File: config.mk
export PLATFORM = sky130hd
export DESIGN_NAME = kfe_key_ram
export DESIGN_NICKNAME = d
export VERILOG_FILES = /design/src/sv/kfe_pkg.sv /design/src/sv/kfe_key_ram.sv
export SDC_FILE = /design/constraint.sdc
export NUM_CORES = 2
export LEC_CHECK = 0
export BUFFER_PORTS_ARGS = -buffer_cell sky130_fd_sc_hd__buf_2
export CAP_MARGIN = 30
export CORE_MARGIN = 2
export CORE_UTILIZATION = 42
export CTS_BUF_LIST = sky130_fd_sc_hd__clkbuf_8
export DETAILED_ROUTE_END_ITERATION = 10
export HOLD_SLACK_MARGIN = 0.05
export PLACE_DENSITY = 0.61
export SLEW_MARGIN = 5
export SYNTH_ARGS = -nofsm -noshare
export SYNTH_HDL_FRONTEND = slang
export SYNTH_MEMORY_MAX_BITS = 65536
export SYNTH_SLANG_ARGS = --single-unit
File: constraint.sdc
create_clock -name i_clk -period 26.7 [get_ports i_clk]
set_input_delay 5.34 -clock i_clk [delete_from_list [all_inputs] [get_ports i_clk]]
set_output_delay 5.34 -clock i_clk [all_outputs]
set_load 0.03 [all_outputs]
File: src/sv/kfe_pkg.sv
// Package: types, constants and state codes of the keyframe curve evaluator
`timescale 1ns / 1ps
package kfe_pkg;

    localparam int MAX_KEYS   = 32;
    localparam int FRAC_BITS  = 16;
    localparam int SLOT_W     = $clog2(MAX_KEYS);
    localparam int CNT_W      = $clog2(MAX_KEYS + 1);

    localparam logic CMD_WRITE = 1'b0;
    localparam logic CMD_EVAL  = 1'b1;

    localparam logic [1:0] KIND_CONST  = 2'd0;
    localparam logic [1:0] KIND_LINEAR = 2'd1;
    localparam logic [1:0] KIND_CUBIC  = 2'd2;

    typedef struct packed {
        logic               cmd;
        logic [4:0]         key_slot;
        logic signed [31:0] key_time;
        logic [1:0]         key_kind;
        logic signed [31:0] key_value;
        logic signed [31:0] key_slope_in;
        logic signed [31:0] key_slope_out;
        logic signed [31:0] query_time;
    } t_in_item;

    typedef struct packed {
        logic signed [31:0] curve_value;
        logic               past_end;
        logic               saturated;
    } t_out_item;

    typedef struct packed {
        logic signed [31:0] key_time;
        logic [1:0]         key_kind;
        logic signed [31:0] key_value;
        logic signed [31:0] key_slope_in;
        logic signed [31:0] key_slope_out;
    } t_key;

    typedef enum logic [3:0] {
        ST_IDLE,
        ST_SCAN_RD,
        ST_SCAN_CHK,
        ST_DIV,
        ST_MUL_LIN,
        ST_MUL_AU,
        ST_MUL_BT,
        ST_MUL_TU,
        ST_LOAD_W,
        ST_MUL_HW,
        ST_ADD_HW,
        ST_DONE
    } t_state;

endpackage

File: src/sv/kfe_key_ram.sv
// Keyframe table memory: one write port, one registered read port
`timescale 1ns / 1ps
module kfe_key_ram import kfe_pkg::*; (
    input  logic              i_clk,
    input  logic              i_wr_en,
    input  logic [SLOT_W-1:0] i_wr_addr,
    input  t_key              i_wr_data,
    input  logic [SLOT_W-1:0] i_rd_addr,
    output t_key              o_rd_data
);
    t_key r_mem [MAX_KEYS];
    t_key r_rd_data;

    always_ff @(posedge i_clk) begin
        if (i_wr_en) begin
            r_mem[i_wr_addr] <= i_wr_data;
        end
        r_rd_data <= r_mem[i_rd_addr];
    end

    assign o_rd_data = r_rd_data;
endmodule

==> out/metrics.csv <==
metric,value,unit
grtUsageTotal,21.86,%
row_count,224,
synthArstFlopShare,0,%
cp_max_fo,86,
startpoint,i_rd_addr[0],
worstPathArrival,9.98,ns
layout.nets,7483,
cp.required,27.77,ns
cts-resized-gates,0,
worstSkewPairLatency,1.21,ns
crit_path_max_incr_delay,0.74,ns
hold_class,register to register,
syn_inst,6533,
drive_gt1_share,29.72,%
ant_nets,0,
drc_errors,0,
power_leakage,56.52,nW
timing.critical_path.mode_cell,buf_4,
path_cells,buf_12 > buf_4 > buf_12 > buf_4 > buf_16 > buf_4 > mux4_2 > o22ai_1 > nor4_1,
viasPerCell,5.890,
grt_first_pass_wirelength,589900,um
rsz0062_at_grt,no,
first_pass_iters,5,
p_seq_share,56.2,%
synth_fp_nets,6675,
worst_hold_startpoint,r_mem[30][26],
skew,0.03957,ns
reg2reg_from,r_mem[31][94],
core-area,0.3728,mm2
crit_family,buffers and inverters,
worst-path-buf-inv,6,
fp.dieH,616.5,um
die-area,0.3800,mm2
yosysWarnings,0,
synth-edff-count,4160,
tns,0,ns
finalSetupViolCount,0,
grt_pass1_vias,78110,
fin_cells,12880,
critPathKind,input port to register,
post-dp-hpwl,206300,um
htree_levels,6,
vias,75870,
post_drt_wl_per_cell,32.78,um
syn_area_per_cell,24.12,um2
peakVddDrop,0.00005098,V
cts_buffers,683,
cts.sinks,4290,
finalPower,0.01340,W
die_w,616.5,um
grt_max_degree,136,
power_frac_comb,4.8,%
ctsHoldBuffers,0,
io_pins,272,
wl,422200,um
final_cell_mix,"edfxtp_1, mux4_2, clkbuf_8",
start_kind,input port,
placedCellCount,11620,
synth.distinct_cells,25,
syn2layout_area_growth,13.27,%
clk_pin_slew_worst_paths,0.06,ns
ys_ff_latch,4290,
relSlewSlack,27.27,%
n_fill_cell,30200,
clk_path_buf_depth,4,
worstMarginPinSlew,1.091,ns
final_common_cell,edfxtp_1,
fin_crit,8.915,ns
initial_core_util,42.27,%
p_int,0.01037,W
antenna_found_initial,89,
cts_tree,built,
outcome,completed,
netlist_area,0.1576,mm2
slowest_stage,buf_4,
cap_violations,0,
overflow,0,
place_congestion,0.7529,
min_period_over_period,33.39,%
p_per_area,75.06,mW/mm2
clock_tree.root_cell,clkbuf_8,
hold_violations,0,
p_switching,0.003030,W
fmax,0.1122,GHz
ys.flop_type,edfxtp_1,
synth-seq-area-share,80.94,%
p_sw_share,22.61,%
postCtsSetupBuffers,0,
p_clk_share,39.0,%
crit_path_end_kind,register,
slew_viol_final,0,
drtIter0Drc,8411,
portBuffers,271,
==> path summary, 6_finish.rpt <==
path,end,slack (ns),cells after the start
max,o_rd_data[0],17.79,9
min,o_rd_data[26],0.70,3
max reg2reg,o_rd_data[94],24.95,3
min reg2reg,o_rd_data[26],0.70,3
==> cell type report <==
class	count	area (um2)	share of cell area [%]
tap	4972	6221	3.486
clock inverter	495	2554	1.431
sequential	4290	127500	71.45
antenna	24	60.06	0.03365
clock buffer	733	10090	5.653
timing repair buffer	483	3555	1.992
multi-input combinational	1883	28460	15.95
==> worst min-delay path: stages, from the launching register on <==
cell and delay [ns]:
edfxtp_1 0.33, mux4_2 0.23, a22oi_1 0.06, nand4_1 0.07
==> power by group through the flow <==
stage / combinational (W) / sequential, W / clock, W
after floorplan: 0.000325 / 0.00772 / 0
after global placement: 0.000636 / 0.00767 / 0
after detailed placement: 0.000650 / 0.00767 / 0
after CTS: 0.000651 / 0.00754 / 0.00532
after global routing: 0.000685 / 0.00754 / 0.00562
final: 0.000644 / 0.00753 / 0.00522
==> cells in the mapped netlist (all sizes together), types with 5 or more instances <==
library cell	n	area, um2
nor2	37	138.9
nand2	5	18.77
edfxtp	4160	124900
mux2i	128	1281
mux4	976	21980
dfxtp	130	2603
nor4	114	713.2
nand3	35	175.2
clkbuf	121	454.2
buf	239	1454
o22ai	456	2853
nand3b	5	37.54
nand4	16	100.1
a22oi	96	720.7
==> registers in the layout, summed over array words and instances (netlist names) <==
register	count
o_rd_data	130
r_mem	4160
==> through the flow <==
stage                     area [um2]  worst slack, ns  utilization, %  hold slack, ns
final                         178500            17.79           47.88          0.6979
after global routing          178400            17.34           47.87          0.7451
after CTS                     178200            17.46           47.81          0.6971
after detailed placement      165600            16.14           44.41          0.6909
after global placement        165200            16.16           44.33          0.6709
after floorplan               157600            14.67               -          0.6472
==> layer usage <==
layer  up-vias  global-route usage, %  share of wire, %
met4        50                  6.908               3.0
met1     41330                  28.55                39
met5         -                      0             0.071
met2      3507                  37.16                51
li1      30230                      -                 -
met3       757                  4.108               7.7
==> logic make-up (layout without fill, tap and decap cells) <==
family,after synthesis,after routing,synth area share (%)
mux,1104,1104,14.76
flops,4290,4290,80.94
compound gates,552,552,2.268
buf+inv,360,1711,1.211
other cells,0,24,0
simple gates,227,227,0.8180
Note: power is estimated with default switching activity, not from simulation.
